===== src/rtl/core/qewd_pkg.sv =====
// shared types, constants and helper functions of the q encoded word decoder
package qewd_pkg;

  localparam int HOLD_DEPTH  = 32;
  localparam int CNT_W       = $clog2(HOLD_DEPTH + 1);
  localparam int IDX_W       = $clog2(HOLD_DEPTH);
  localparam int REM_W       = CNT_W + 1;
  localparam int PREFIX_LEN  = 10;
  localparam int QUEUE_DEPTH = 4;
  localparam int QPTR_W      = $clog2(QUEUE_DEPTH);

  localparam logic [CNT_W-1:0] HOLD_FULL = CNT_W'(HOLD_DEPTH);
  localparam logic [CNT_W-1:0] GAP_LIMIT = CNT_W'(HOLD_DEPTH - 9);

  localparam logic [7:0] CH_EQ = 8'h3D;
  localparam logic [7:0] CH_QM = 8'h3F;
  localparam logic [7:0] CH_CR = 8'h0D;
  localparam logic [7:0] CH_LF = 8'h0A;
  localparam logic [7:0] CH_US = 8'h5F;
  localparam logic [7:0] CH_SP = 8'h20;

  typedef enum logic [1:0] {
    ACT_NONE,
    ACT_EMIT,
    ACT_HOLD
  } act_e;

  typedef struct packed {
    logic [7:0] text_byte;
    logic       last;
  } in_t;

  typedef struct packed {
    logic [7:0] out_byte;
    logic       run_end;
    logic       text_end;
  } out_t;

  typedef struct packed {
    logic [CNT_W-1:0] rel_n;
    act_e             act;
    logic [IDX_W-1:0] hold_idx;
    logic [7:0]       data;
    logic [CNT_W-1:0] tail_n;
    logic             last;
  } cmd_t;

  function automatic logic [7:0] open_mark(input logic [3:0] idx);
    logic [7:0] ch;
    case (idx)
      4'd0:    ch = 8'h3D;
      4'd1:    ch = 8'h3F;
      4'd2:    ch = 8'h75;
      4'd3:    ch = 8'h74;
      4'd4:    ch = 8'h66;
      4'd5:    ch = 8'h2D;
      4'd6:    ch = 8'h38;
      4'd7:    ch = 8'h3F;
      4'd8:    ch = 8'h71;
      4'd9:    ch = 8'h3F;
      default: ch = 8'h00;
    endcase
    return ch;
  endfunction

  function automatic logic [7:0] to_lower(input logic [7:0] c);
    logic [7:0] r;
    r = (c inside {[8'h41:8'h5A]}) ? c + 8'd32 : c;
    return r;
  endfunction

  // valid flag on top, nibble below
  function automatic logic [4:0] hex_val(input logic [7:0] c);
    logic [4:0] r;
    if (c inside {[8'h30:8'h39]}) begin
      r = {1'b1, c[3:0]};
    end else if (c inside {[8'h41:8'h46], [8'h61:8'h66]}) begin
      r = {1'b1, c[3:0] + 4'd9};
    end else begin
      r = 5'd0;
    end
    return r;
  endfunction

  function automatic logic is_ws(input logic [7:0] c);
    logic r;
    r = c inside {8'h20, 8'h09, 8'h0A, 8'h0B, 8'h0C, 8'h0D};
    return r;
  endfunction

endpackage


===== src/rtl/core/q_encoded_word_decoder.sv =====
// top level of the q encoded word decoder
//
// decodes "=?utf-8?Q?...?=" words in a byte stream and passes other text through
// input channel: in_valid_i / in_stall_o, one text byte per request with a last flag
// output channel: out_valid_o / out_stall_i, one result byte per request; run_end
//   marks the last result of an input byte, text_end the last result of the text
// lookahead bytes sit in a 32 entry hold buffer until a match is decided
// a byte's results pass through the command queue and then the output register
// throughput: plain text runs at one byte per cycle while out_stall_i is low; the back
//   end handles each result byte and each input byte that makes no result in turn,
//   and held bytes are released one at a time through the hold buffer read port
// a four entry command queue lets input keep flowing while results wait
// in_stall_o rises only when that queue is full
// a stalled output keeps its byte and flags unchanged until taken
// reset clears the match state, the queue and the output register; no memory
//   clearing pass is needed
module q_encoded_word_decoder (
  input  logic           clk_i,
  input  logic           rst_ni,
  input  logic           in_valid_i,
  output logic           in_stall_o,
  input  qewd_pkg::in_t  in_i,
  output logic           out_valid_o,
  input  logic           out_stall_i,
  output qewd_pkg::out_t out_o
);
  import qewd_pkg::*;

  cmd_t front_cmd;
  cmd_t head_cmd;
  logic push;
  logic full;
  logic head_valid;
  logic pop;

  assign push       = in_valid_i && !full;
  assign in_stall_o = full;

  qewd_front u_front (
    .clk_i  (clk_i),
    .rst_ni (rst_ni),
    .push_i (push),
    .in_i   (in_i),
    .cmd_o  (front_cmd)
  );

  qewd_queue u_queue (
    .clk_i   (clk_i),
    .rst_ni  (rst_ni),
    .push_i  (push),
    .din_i   (front_cmd),
    .full_o  (full),
    .pop_i   (pop),
    .valid_o (head_valid),
    .dout_o  (head_cmd)
  );

  qewd_back u_back (
    .clk_i        (clk_i),
    .rst_ni       (rst_ni),
    .head_valid_i (head_valid),
    .head_i       (head_cmd),
    .pop_o        (pop),
    .out_valid_o  (out_valid_o),
    .out_stall_i  (out_stall_i),
    .out_o        (out_o)
  );

endmodule


===== src/rtl/core/qewd_front.sv =====
// front end: match state machine that turns each input byte into a command
module qewd_front (
  input  logic          clk_i,
  input  logic          rst_ni,
  input  logic          push_i,
  input  qewd_pkg::in_t in_i,
  output qewd_pkg::cmd_t cmd_o
);
  import qewd_pkg::*;

  localparam logic [3:0] PH_IDLE   = 4'd0;
  localparam logic [3:0] PH_PREFIX = 4'd1;
  localparam logic [3:0] PH_CR     = 4'd2;
  localparam logic [3:0] PH_SKIP   = 4'd3;
  localparam logic [3:0] PH_GAP    = 4'd4;
  localparam logic [3:0] PH_WORD   = 4'd5;
  localparam logic [3:0] PH_QMARK  = 4'd6;
  localparam logic [3:0] PH_EQ     = 4'd7;
  localparam logic [3:0] PH_EQ1    = 4'd8;

  logic [3:0]       ph_q, ph_d;
  logic [3:0]       pl_q, pl_d;
  logic [CNT_W-1:0] cnt_q, cnt_d;
  logic [3:0]       x_q, x_d;
  logic [CNT_W-1:0] base;
  logic [CNT_W-1:0] tail;
  logic [7:0]       c;
  logic [4:0]       hv;
  logic             rel;
  logic             retry;
  logic [3:0]       rph;
  act_e             act;
  logic [7:0]       data;

  always_comb begin
    c     = in_i.text_byte;
    hv    = hex_val(c);
    rel   = 1'b0;
    retry = 1'b0;
    rph   = PH_IDLE;
    act   = ACT_NONE;
    data  = c;
    ph_d  = ph_q;
    pl_d  = pl_q;
    cnt_d = cnt_q;
    x_d   = x_q;
    base  = cnt_q;
    case (ph_q)
      PH_IDLE: begin
        retry = 1'b1;
      end
      PH_WORD: begin
        retry = 1'b1;
        rph   = PH_WORD;
      end
      PH_PREFIX: begin
        if (pl_q < 4'(PREFIX_LEN) && to_lower(c) == open_mark(pl_q)) begin
          if (pl_q == 4'(PREFIX_LEN - 1)) begin
            cnt_d = '0;
            pl_d  = '0;
            ph_d  = PH_WORD;
          end else begin
            pl_d = pl_q + 4'd1;
            if (cnt_q < HOLD_FULL) begin
              act   = ACT_HOLD;
              cnt_d = cnt_q + CNT_W'(1);
            end
          end
        end else begin
          rel   = 1'b1;
          retry = 1'b1;
          base  = '0;
        end
      end
      PH_CR: begin
        if (c == CH_LF) begin
          cnt_d = '0;
          pl_d  = '0;
          ph_d  = PH_SKIP;
        end else begin
          rel   = 1'b1;
          retry = 1'b1;
          base  = '0;
        end
      end
      PH_SKIP: begin
        if (!is_ws(c)) begin
          retry = 1'b1;
        end
      end
      PH_GAP: begin
        if (is_ws(c) && cnt_q < GAP_LIMIT) begin
          act   = ACT_HOLD;
          cnt_d = cnt_q + CNT_W'(1);
        end else if (c == CH_EQ) begin
          pl_d = 4'd1;
          ph_d = PH_PREFIX;
          if (cnt_q < HOLD_FULL) begin
            act   = ACT_HOLD;
            cnt_d = cnt_q + CNT_W'(1);
          end
        end else begin
          rel   = 1'b1;
          retry = 1'b1;
          base  = '0;
        end
      end
      PH_QMARK: begin
        if (c == CH_EQ) begin
          cnt_d = '0;
          pl_d  = '0;
          ph_d  = PH_GAP;
        end else begin
          rel   = 1'b1;
          retry = 1'b1;
          rph   = PH_WORD;
          base  = '0;
        end
      end
      PH_EQ: begin
        if (hv[4]) begin
          x_d  = hv[3:0];
          ph_d = PH_EQ1;
          if (cnt_q < HOLD_FULL) begin
            act   = ACT_HOLD;
            cnt_d = cnt_q + CNT_W'(1);
          end
        end else begin
          rel   = 1'b1;
          retry = 1'b1;
          rph   = PH_WORD;
          base  = '0;
        end
      end
      PH_EQ1: begin
        if (hv[4] && cnt_q >= CNT_W'(2)) begin
          act   = ACT_EMIT;
          data  = {x_q, hv[3:0]};
          cnt_d = '0;
          pl_d  = '0;
          ph_d  = PH_WORD;
        end else begin
          rel   = 1'b1;
          retry = 1'b1;
          rph   = PH_WORD;
          base  = '0;
        end
      end
      default: begin
        retry = 1'b1;
        base  = '0;
      end
    endcase

    // failing bytes, and bytes not consumed by a match phase, are judged afresh
    if (retry) begin
      cnt_d = base;
      pl_d  = '0;
      if (rph == PH_IDLE) begin
        if (c == CH_EQ || c == CH_CR) begin
          if (c == CH_EQ) begin
            pl_d = 4'd1;
            ph_d = PH_PREFIX;
          end else begin
            ph_d = PH_CR;
          end
          if (base < HOLD_FULL) begin
            act   = ACT_HOLD;
            cnt_d = base + CNT_W'(1);
          end
        end else begin
          act  = ACT_EMIT;
          ph_d = PH_IDLE;
        end
      end else begin
        if (c == CH_QM || c == CH_EQ) begin
          ph_d = (c == CH_QM) ? PH_QMARK : PH_EQ;
          if (base < HOLD_FULL) begin
            act   = ACT_HOLD;
            cnt_d = base + CNT_W'(1);
          end
        end else begin
          act  = ACT_EMIT;
          data = (c == CH_US) ? CH_SP : c;
          ph_d = PH_WORD;
        end
      end
    end

    // end of text flushes everything held
    tail = in_i.last ? cnt_d : '0;
    if (in_i.last) begin
      cnt_d = '0;
      pl_d  = '0;
      ph_d  = PH_IDLE;
    end
  end

  assign cmd_o.rel_n    = rel ? cnt_q : '0;
  assign cmd_o.act      = act;
  assign cmd_o.hold_idx = base[IDX_W-1:0];
  assign cmd_o.data     = data;
  assign cmd_o.tail_n   = tail;
  assign cmd_o.last     = in_i.last;

  always_ff @(posedge clk_i or negedge rst_ni) begin
    if (!rst_ni) begin
      ph_q  <= PH_IDLE;
      pl_q  <= '0;
      cnt_q <= '0;
    end else if (push_i) begin
      ph_q  <= ph_d;
      pl_q  <= pl_d;
      cnt_q <= cnt_d;
    end
  end

  always_ff @(posedge clk_i) begin
    if (push_i) begin
      x_q <= x_d;
    end
  end

endmodule


===== src/rtl/core/qewd_queue.sv =====
// command queue between the front end and the back end
module qewd_queue (
  input  logic            clk_i,
  input  logic            rst_ni,
  input  logic            push_i,
  input  qewd_pkg::cmd_t  din_i,
  output logic            full_o,
  input  logic            pop_i,
  output logic            valid_o,
  output qewd_pkg::cmd_t  dout_o
);
  import qewd_pkg::*;

  cmd_t              slot_q [QUEUE_DEPTH];
  logic [QPTR_W-1:0] wr_q, rd_q;
  logic [QPTR_W:0]   cnt_q;

  assign full_o  = (cnt_q == (QPTR_W + 1)'(QUEUE_DEPTH));
  assign valid_o = (cnt_q != '0);
  assign dout_o  = slot_q[rd_q];

  always_ff @(posedge clk_i or negedge rst_ni) begin
    if (!rst_ni) begin
      wr_q  <= '0;
      rd_q  <= '0;
      cnt_q <= '0;
    end else begin
      if (push_i) begin
        wr_q <= wr_q + QPTR_W'(1);
      end
      if (pop_i) begin
        rd_q <= rd_q + QPTR_W'(1);
      end
      if (push_i && !pop_i) begin
        cnt_q <= cnt_q + (QPTR_W + 1)'(1);
      end else if (pop_i && !push_i) begin
        cnt_q <= cnt_q - (QPTR_W + 1)'(1);
      end
    end
  end

  always_ff @(posedge clk_i) begin
    if (push_i) begin
      slot_q[wr_q] <= din_i;
    end
  end

endmodule


===== src/rtl/core/qewd_back.sv =====
// back end: hold buffer memory and sequencer that emits the result bytes
module qewd_back (
  input  logic           clk_i,
  input  logic           rst_ni,
  input  logic           head_valid_i,
  input  qewd_pkg::cmd_t head_i,
  output logic           pop_o,
  output logic           out_valid_o,
  input  logic           out_stall_i,
  output qewd_pkg::out_t out_o
);
  import qewd_pkg::*;

  localparam logic [1:0] ST_IDLE = 2'd0;
  localparam logic [1:0] ST_RELA = 2'd1;
  localparam logic [1:0] ST_ACT  = 2'd2;
  localparam logic [1:0] ST_TAIL = 2'd3;

  logic [7:0]       hold_mem [HOLD_DEPTH];
  logic [1:0]       st_q, st_d;
  cmd_t             cmd_q;
  logic [IDX_W-1:0] ptr_q, ptr_d;
  logic [REM_W-1:0] rem_q, rem_d;
  logic             ov_q;
  logic [7:0]       byte_q;
  logic [7:0]       rd_q;
  logic             src_mem_q;
  logic             run_end_q;
  logic             text_end_q;

  cmd_t             cur;
  logic             have;
  logic [1:0]       cur_st;
  logic [1:0]       after;
  logic [IDX_W-1:0] ptr;
  logic [CNT_W-1:0] ptr_nx;
  logic [REM_W-1:0] rem;
  logic             slot;
  logic             is_out;
  logic             fire;
  logic             phase_end;
  logic             rd_en;
  logic             wr_en;

  always_comb begin
    if (st_q == ST_IDLE) begin
      cur  = head_i;
      have = head_valid_i;
      ptr  = '0;
      rem  = REM_W'(head_i.rel_n) + REM_W'(head_i.tail_n)
           + REM_W'(head_i.act == ACT_EMIT);
      if (head_i.rel_n != '0) begin
        cur_st = ST_RELA;
      end else if (head_i.act != ACT_NONE) begin
        cur_st = ST_ACT;
      end else if (head_i.tail_n != '0) begin
        cur_st = ST_TAIL;
      end else begin
        cur_st = ST_IDLE;
      end
    end else begin
      cur    = cmd_q;
      have   = 1'b1;
      ptr    = ptr_q;
      rem    = rem_q;
      cur_st = st_q;
    end

    slot   = !ov_q || !out_stall_i;
    is_out = (cur_st == ST_RELA) || (cur_st == ST_TAIL)
          || (cur_st == ST_ACT && cur.act == ACT_EMIT);
    fire   = have && (!is_out || slot);
    pop_o  = fire && (st_q == ST_IDLE);
    rd_en  = fire && (cur_st == ST_RELA || cur_st == ST_TAIL);
    wr_en  = fire && cur_st == ST_ACT && cur.act == ACT_HOLD;
    ptr_nx = CNT_W'(ptr) + CNT_W'(1);

    case (cur_st)
      ST_RELA: phase_end = (ptr_nx == cur.rel_n);
      ST_TAIL: phase_end = (ptr_nx == cur.tail_n);
      default: phase_end = 1'b1;
    endcase

    case (cur_st)
      ST_RELA: begin
        if (cur.act != ACT_NONE) begin
          after = ST_ACT;
        end else if (cur.tail_n != '0) begin
          after = ST_TAIL;
        end else begin
          after = ST_IDLE;
        end
      end
      ST_ACT:  after = (cur.tail_n != '0) ? ST_TAIL : ST_IDLE;
      default: after = ST_IDLE;
    endcase

    st_d  = st_q;
    ptr_d = ptr_q;
    rem_d = rem_q;
    if (fire) begin
      st_d  = phase_end ? after : cur_st;
      ptr_d = phase_end ? '0 : ptr_nx[IDX_W-1:0];
      rem_d = is_out ? rem - REM_W'(1) : rem;
    end
  end

  always_ff @(posedge clk_i or negedge rst_ni) begin
    if (!rst_ni) begin
      st_q  <= ST_IDLE;
      ptr_q <= '0;
      rem_q <= '0;
      ov_q  <= 1'b0;
    end else begin
      st_q  <= st_d;
      ptr_q <= ptr_d;
      rem_q <= rem_d;
      if (slot) begin
        ov_q <= fire && is_out;
      end
    end
  end

  always_ff @(posedge clk_i) begin
    if (pop_o) begin
      cmd_q <= head_i;
    end
    if (fire && is_out) begin
      byte_q     <= cur.data;
      src_mem_q  <= (cur_st != ST_ACT);
      run_end_q  <= (rem == REM_W'(1));
      text_end_q <= (rem == REM_W'(1)) && cur.last;
    end
  end

  always_ff @(posedge clk_i) begin
    if (wr_en) begin
      hold_mem[cur.hold_idx] <= cur.data;
    end
    if (rd_en) begin
      rd_q <= hold_mem[ptr];
    end
  end

  assign out_valid_o     = ov_q;
  assign out_o.out_byte  = src_mem_q ? rd_q : byte_q;
  assign out_o.run_end   = run_end_q;
  assign out_o.text_end  = text_end_q;

endmodule


===== config.mk =====
export PLATFORM = sky130hd
export DESIGN_NAME = q_encoded_word_decoder
export DESIGN_NICKNAME = d
export VERILOG_FILES = /design/src/rtl/core/qewd_pkg.sv /design/src/rtl/core/q_encoded_word_decoder.sv /design/src/rtl/core/qewd_front.sv /design/src/rtl/core/qewd_queue.sv /design/src/rtl/core/qewd_back.sv
export SDC_FILE = /design/constraint.sdc
export NUM_CORES = 1
export LEC_CHECK = 0
export BUFFER_PORTS_ARGS = -buffer_cell sky130_fd_sc_hd__buf_4
export CORE_ASPECT_RATIO = 1.4
export CORE_MARGIN = 5
export CORE_UTILIZATION = 57
export DETAILED_ROUTE_END_ITERATION = 7
export PLACE_DENSITY = 0.76
export RECOVER_POWER = 25
export SETUP_SLACK_MARGIN = 0.5
export SLEW_MARGIN = 5
export SYNTH_ARGS = -nofsm -noshare
export SYNTH_HDL_FRONTEND = slang
export SYNTH_SLANG_ARGS = --single-unit

===== constraint.sdc =====
create_clock -name clk_i -period 6.1 [get_ports clk_i]
set_clock_uncertainty 0.15 [all_clocks]
set_input_delay 0.305 -clock clk_i [delete_from_list [all_inputs] [get_ports clk_i]]
set_output_delay 0.305 -clock clk_i [all_outputs]
set_load 0.005 [all_outputs]

==> impl_metrics.csv, run 1 <==
group,metric,value,unit
outcome,status,"finished, violations left",
outcome,violations,"capacitance limit, slew limit",
floorplanning,coreArea,36000,µm²
synth,ys_warn_count,0,
clock_tree,htree_levels,2,
floorplanning,dieArea,40500,µm²
clock_tree,postCtsSetupBuffers,0,
synth,synth_xor_area_share,1.09,%
routing,routed-via-count,13800,
placed_design,placed_cell_area,21300,µm²
global_route,grt_max_degree,97,
global_route,globalRouteMet2Util,44.2,%
global_route,grtUsageMet1,28.9,%
synth,synth_top_family_by_area,"simple AND/OR/NAND/NOR gates",
clock_tree,cts_tree,"done",
clock_tree,clk_latency,0.56,ns
setup_path,worstPathArrival,5.50,ns
global_route,grt_pass1_wl,76800,µm
timing,maxSlewViolCount,163,
timing,post-route-period-util,89.1,%
timing,rsz0062_at_grt,"yes",
clock_tree,path_clk_slew,0.06,ns
floorplanning,start_util,57.8,%
global_route,grt_use_met3,3.22,%
placed_design,io_buffer_count,24,
synth,ys_top_cells_by_count,"419 x edfxtp_1, 242 x nand2_1, 121 x nand3_1",
cells_and_area,nFillCells,2599,
routing,ant_nets,0,
placed_design,dp_slack,0.404,ns
timing,worst_pin_slew,2.19,ns
synth,syn_avg_cell_area,12.8,µm²
placed_design,place_congestion,0.912,
synth,synthFlopType,"edfxtp_1",
cells_and_area,nNetsFinal,1657,
job,cap_violations,5,
global_route,antenna_found_initial,0,
cells_and_area,area_growth,9.57,%
synth,yosys-top-cells-area,"edfxtp_1 60%, nand2_1 4.4%, dfrtp_1 4.3%",
synth,synth_edf_count,419,
global_route,grt_usage,24.4,%
routing,dr.pass1.iters,5,
cells_and_area,diodes,0,
routing,drt_iter0_markers,1512,
hold_path,worst_hold_path_type,"in -> reg",
timing,timing.final.ws_setup,0.667,ns
synth,post-synth-top-area-cell,"edfxtp_1",
cells_and_area,final_area,22800,µm²
setup_path,worstPathRequired,6.17,ns
routing,routed_wl,49500,µm
global_route,overflow,0,
routing,wl_per_cell,23.6,µm
synth,synthAdderAreaFrac,2.27,%
timing,tns,0,ns
setup_path,end_kind,"register",
synth,synth_area,20800,µm²
timing,hold_violations,0,
clock_tree,cts_buffers,42,
floorplanning,die_w,172,µm
clock_tree,cts_root_buf,"clkbuf_16",
clock_tree,cts_buffer_depth,3,
synth,yosys.cell_count.top_type,"edfxtp_1",
pwr,vdd_drop_max,0.364,mV
placed_design,dp_hpwl,32100,µm
synth,synth_compound_area_share,10.8,%
synth,synthCells,1626,
global_route,busiest_layer,"met2",
synth,async_flop_share,7.91,%
setup_path,critPathMaxFanout,12,
floorplanning,row_count,82,
floorplanning,boundaryPins,25,
synth,synthMuxAreaShare,5.18,%
routing,drt-vias-per-instance,6.56,
timing,timing.fmax,184,MHz
cells_and_area,drive_gt1_share,11.8,%
timing,finalSetupViolCount,0,
pwr,power.density,497,nW/µm²
routing,drc_errors,0,
synth,syn_nets,1675,
clock_tree,cts.sinks,455,
synth,yosysUniqueCellTypes,81,
synth,ys_seq_elements,455,
floorplanning,die_h,236,µm
synth,ys_seq_area_share,64.7,%
synth,yosysTopAreaCellShare,60.4,%
setup_path,critPathKind,"reg -> reg",
synth,synthSimpleGateAreaFrac,13.2,%
pwr,p_leak,7.65,nW
global_route,grt_pass1_vias,13900,
timing,period_needed,5.43,ns
setup_path,start_kind,"register",
timing,slew_headroom,-45.7,%
==> state kept, by name, indices dropped and copies added (netlist names) <==
register,flops
u_back.hold_mem,256
u_queue.slot_q,112
u_back.cmd_q,28
u_back.byte_q,8
u_back.rd_q,8
u_back.rem_q,7
u_front.cnt_q,6
u_back.ptr_q,5
u_front.ph_q,4
u_front.pl_q,4
u_front.x_q,4
u_queue.cnt_q,3
u_back.st_q,2
u_queue.rd_q,2
u_queue.wr_q,2
u_back.out_valid_o,1
u_back.run_end_q,1
u_back.src_mem_q,1
u_back.text_end_q,1
==> kinds of logic after synthesis <==
logic type	count (synthesis)
simple gates	591
flops	455
compound gates	310
buf+inv	144
mux	64
fa+ha+maj	36
xor+xnor	26
==> worst max-delay path, cell delays in order, from the launching register on <==
cell and delay, ns:
dfrtp_4 0.57, mux4_2 0.59, or4_1 0.51, nor4_1 0.41
o31ai_1 0.12, o21ai_0 0.17, inv_1 0.14, ha_1 0.28
a311oi_4 0.29, nor2_1 0.12, or2_1 0.25, or4_1 0.42
a21oi_1 0.46, nand2_4 0.30, nor2_4 0.33
==> power by group <==
group / total [mW] / internal, mW / switching, mW
registers: 4.72 / 4.47 / 0.254
logic: 4.13 / 1.28 / 2.85
clock network: 2.48 / 1.39 / 1.09
==> through the flow <==
stage | power [mW] | instances | util, % | hold WS, ns
after global placement | 8.70 | 2023 | 59.3 | 0.164
final | 11.3 | 2099 | 63.4 | 0.0604
after detailed placement | 8.81 | 2023 | 59.3 | 0.165
after floorplan | 7.39 | 1626 | - | -0.141
after CTS | 11.3 | 2099 | 62.9 | 0.0256
after global routing | 11.9 | 2099 | 63.4 | 0.0650
==> path summary, 6_finish.rpt <==
| path | cells past startpoint | end | slack [ns] | start |
|---|---|---|---|---|
| hold reg to reg | 2 | u_back.rem_q[0] | 0.34 | u_back.rem_q[0] |
| setup reg to reg | 14 | u_back.hold_mem[11][6] | 0.67 | u_queue.rd_q[0] |
| hold / removal | 2 | u_queue.slot_q[3][14] | 0.06 | in_i[8] |
| min in group asynchronous | 2 | u_back.rem_q[1] | 0.78 | rst_ni |
| setup / recovery | 14 | u_back.hold_mem[11][6] | 0.67 | u_queue.rd_q[0] |
| max in group asynchronous | 2 | u_queue.rd_q[0] | 3.47 | rst_ni |
==> routing by layer <==
| layer | share of wire [%] | up-vias |
|---|---|---|
| met1 | 35 | 6774 |
| met4 | 4.5 | 0 |
| met2 | 54 | 638 |
| met5 | 0 | - |
| li1 | - | 6204 |
| met3 | 6.1 | 158 |
==> placed cells by master, fill, tap and decap left out, types with 21 or more instances in the layout <==
cell	n
clkbuf_1	23
ha_1	33
nand3_1	121
a21oi_1	56
buf_4	26
nor2_1	58
o21ai_0	44
dfrtp_1	35
mux4_2	33
o221ai_1	68
nor2_4	25
edfxtp_1	419
inv_1	33
o31ai_1	21
nor3_1	22
nand2_1	233
and3_1	21
clkbuf_16	43
==> repair_timing <==
item                                    in CTS  in global routing
gates resized for setup                      2                 56
hold endpoints to repair                    41                  0
hold buffers                                 3                  0
endpoints found under the setup margin     128                256
==> layout make-up <==
class                      count  area [µm²]  share of cell area (%)
inverter                      37         139                   0.609
timing repair buffer          45         315                    1.38
multi-input combinational   1027        7020                    30.8
clock inverter                15         149                   0.652
tap                          462         578                    2.53
clock buffer                  58        1130                    4.96
sequential                   455       13500                    59.1
No activity file was read; power rests on OpenSTA's default activity.
==> run 2: changes to the inputs <==
--- a/config.mk
+++ b/config.mk
@@ -11,7 +11,7 @@
 export CORE_UTILIZATION = 57
 export DETAILED_ROUTE_END_ITERATION = 7
 export PLACE_DENSITY = 0.76
-export RECOVER_POWER = 25
+export RECOVER_POWER = 100
 export SETUP_SLACK_MARGIN = 0.5
 export SLEW_MARGIN = 5
 export SYNTH_ARGS = -nofsm -noshare
==> impl_metrics.csv, run 2 (same netlist as run 1, synthesis figures left out) <==
group,metric,value,unit
placed_design,dp_slack,0.404,ns
clock_tree,cts_root_buf,"clkbuf_16",
timing,rsz0062_at_grt,"yes",
global_route,grt_usage,24.4,%
cells_and_area,reg_top3,"u_back.hold_mem (256), u_queue.slot_q (112), u_back.cmd_q (28)",
setup_path,r2r_setup_slack,0.54,ns
floorplanning,start_util,57.8,%
floorplanning,die_w,172,µm
timing,tns,0,ns
timing,post-route-period-util,91.1,%
cells_and_area,diodes,0,
floorplanning,boundaryPins,25,
routing,routed-via-count,13800,
routing,drt-vias-per-instance,6.58,
timing,whs,0.0606,ns
cells_and_area,fin_util,63.0,%
setup_path,critPathKind,"reg -> reg",
routing,routed_wl,49500,µm
placed_design,place_congestion,0.912,
timing,maxSlewViolCount,426,
timing,hold_violations,0,
cells_and_area,seq_area,13500,µm²
clock_tree,htree_levels,2,
setup_path,r2r-end,"u_back.hold_mem[11][6]",
floorplanning,dieArea,40500,µm²
hold_path,whs_path_depth,3,
timing,timing.final.ws_setup,0.541,ns
global_route,grt_pass1_vias,13900,
cells_and_area,largest_reg_flops,256,
outcome,status,"finished, violations left",
cells_and_area,nFillCells,2632,
cells_and_area,nNetsFinal,1657,
cells_and_area,layout_commonest_cell,"edfxtp_1",
cells_and_area,mostFrequentLayoutCells,"419 x edfxtp_1, 239 x nand2_1, 121 x nand3_1, 68 x o221ai_1, 63 x nor2_1",
clock_tree,cts_buffers,42,
timing,period_needed,5.56,ns
timing,slew_headroom,-44.3,%
routing,drt_iter0_markers,1590,
cells_and_area,area_growth,8.87,%
setup_path,worstPathRequired,6.14,ns
floorplanning,coreArea,36000,µm²
global_route,grt_pass1_wl,76800,µm
pwr,vdd_drop_max,0.364,mV
placed_design,dp_hpwl,32100,µm
routing,ant_nets,0,
routing,wl_per_cell,23.6,µm
timing,worst_pin_slew,2.17,ns
setup_path,r2r_start,"u_queue.rd_q[0]",
cells_and_area,multi_input_comb_area,6900,µm²
routing,dr.pass1.iters,6,
cells_and_area,largest_register,"u_back.hold_mem",
setup_path,ff2ff_path_depth,14,
job,cap_violations,12,
global_route,grt_max_degree,97,
setup_path,critPathMaxFanout,12,
placed_design,io_buffer_count,24,
timing,finalSetupViolCount,0,
clock_tree,clk_latency,0.56,ns
setup_path,end_kind,"register",
pwr,power.density,498,nW/µm²
hold_path,worst_hold_path_type,"in -> reg",
routing,drc_errors,0,
clock_tree,cts.sinks,455,
setup_path,critical_path.endpoint,"u_back.hold_mem[11][6]",
timing,timing.fmax,180,MHz
cells_and_area,drive_gt1_share,10.4,%
outcome,violations,"capacitance limit, slew limit",
setup_path,startpoint,"u_queue.rd_q[0]",
setup_path,start_kind,"register",
clock_tree,cts_buffer_depth,3,
pwr,power,11.3,mW
floorplanning,die_h,236,µm
global_route,overflow,0,
pwr,p_leak,7.61,nW
floorplanning,row_count,82,
global_route,antenna_found_initial,0,
clock_tree,cts_tree,"done",
clock_tree,path_clk_slew,0.06,ns
setup_path,worstPathArrival,5.60,ns
## run 2: metrics by stage
step                area (µm²)  cells
global route             22700   2099
finish                   22700   2099
floorplan                20800   1626
CTS                      22700   2099
global placement         21300   2023
detailed placement       21300   2023
## run 2: final cells by class
| type | instances | area share, % |
|---|---|---|
| clock buffers | 58 | 4.99 |
| clock inverters | 15 | 0.657 |
| inverters | 37 | 0.612 |
| multi-input cells | 1027 | 30.4 |
| flip-flops and latches | 455 | 59.5 |
| well taps | 462 | 2.55 |
| repair buffers | 45 | 1.28 |
## run 2: routing by layer
layer	vias up	GRT usage (%)	routed length (µm)
met3	165	3.22	3230
met4	0	10.3	2260
met2	662	44.2	26500
li1	6203	-	-
met1	6790	28.9	17500
met5	-	0	0
## run 2: repair_timing
action,CTS,global route
pin swaps,0,0
setup endpoints to repair,128,256
setup buffers,0,0
gates resized for setup,2,56
hold endpoints to repair,41,0
hold buffers,3,0
## run 2: worst max-delay path: stages (launching register included)
cell      delay (ns)
dfrtp_4         0.57
mux4_2          0.58
or4_1           0.51
nor4_1          0.41
o31ai_1         0.13
o21ai_0         0.17
inv_1           0.14
ha_1            0.25
a311oi_1        0.34
nor2_1          0.13
or2_1           0.25
or4_1           0.42
a21oi_1         0.33
nand2_2         0.34
nor2_2          0.47
## run 2: worst min path at each step
| stage | from | to | slack [ns] |
|---|---|---|---|
| floorplan | rst_ni | u_back.out_valid_o | -0.14 |
| global placement | rst_ni | u_queue.wr_q[1] | 0.16 |
| detailed placement | rst_ni | u_queue.wr_q[1] | 0.17 |
| CTS | in_i[3] | u_front.x_q[2] | 0.03 |
| global route | in_i[1] | u_front.x_q[0] | 0.06 |
| finish | in_i[3] | u_front.x_q[2] | 0.06 |
## run 2: power breakdown
group,total (mW),leakage (nW),switching (mW),internal (mW)
Clock,2.48,0.622,1.10,1.39
Sequential,4.75,4.29,0.255,4.49
Combinational,4.06,2.69,2.81,1.24
Total,11.3,7.61,4.16,7.12
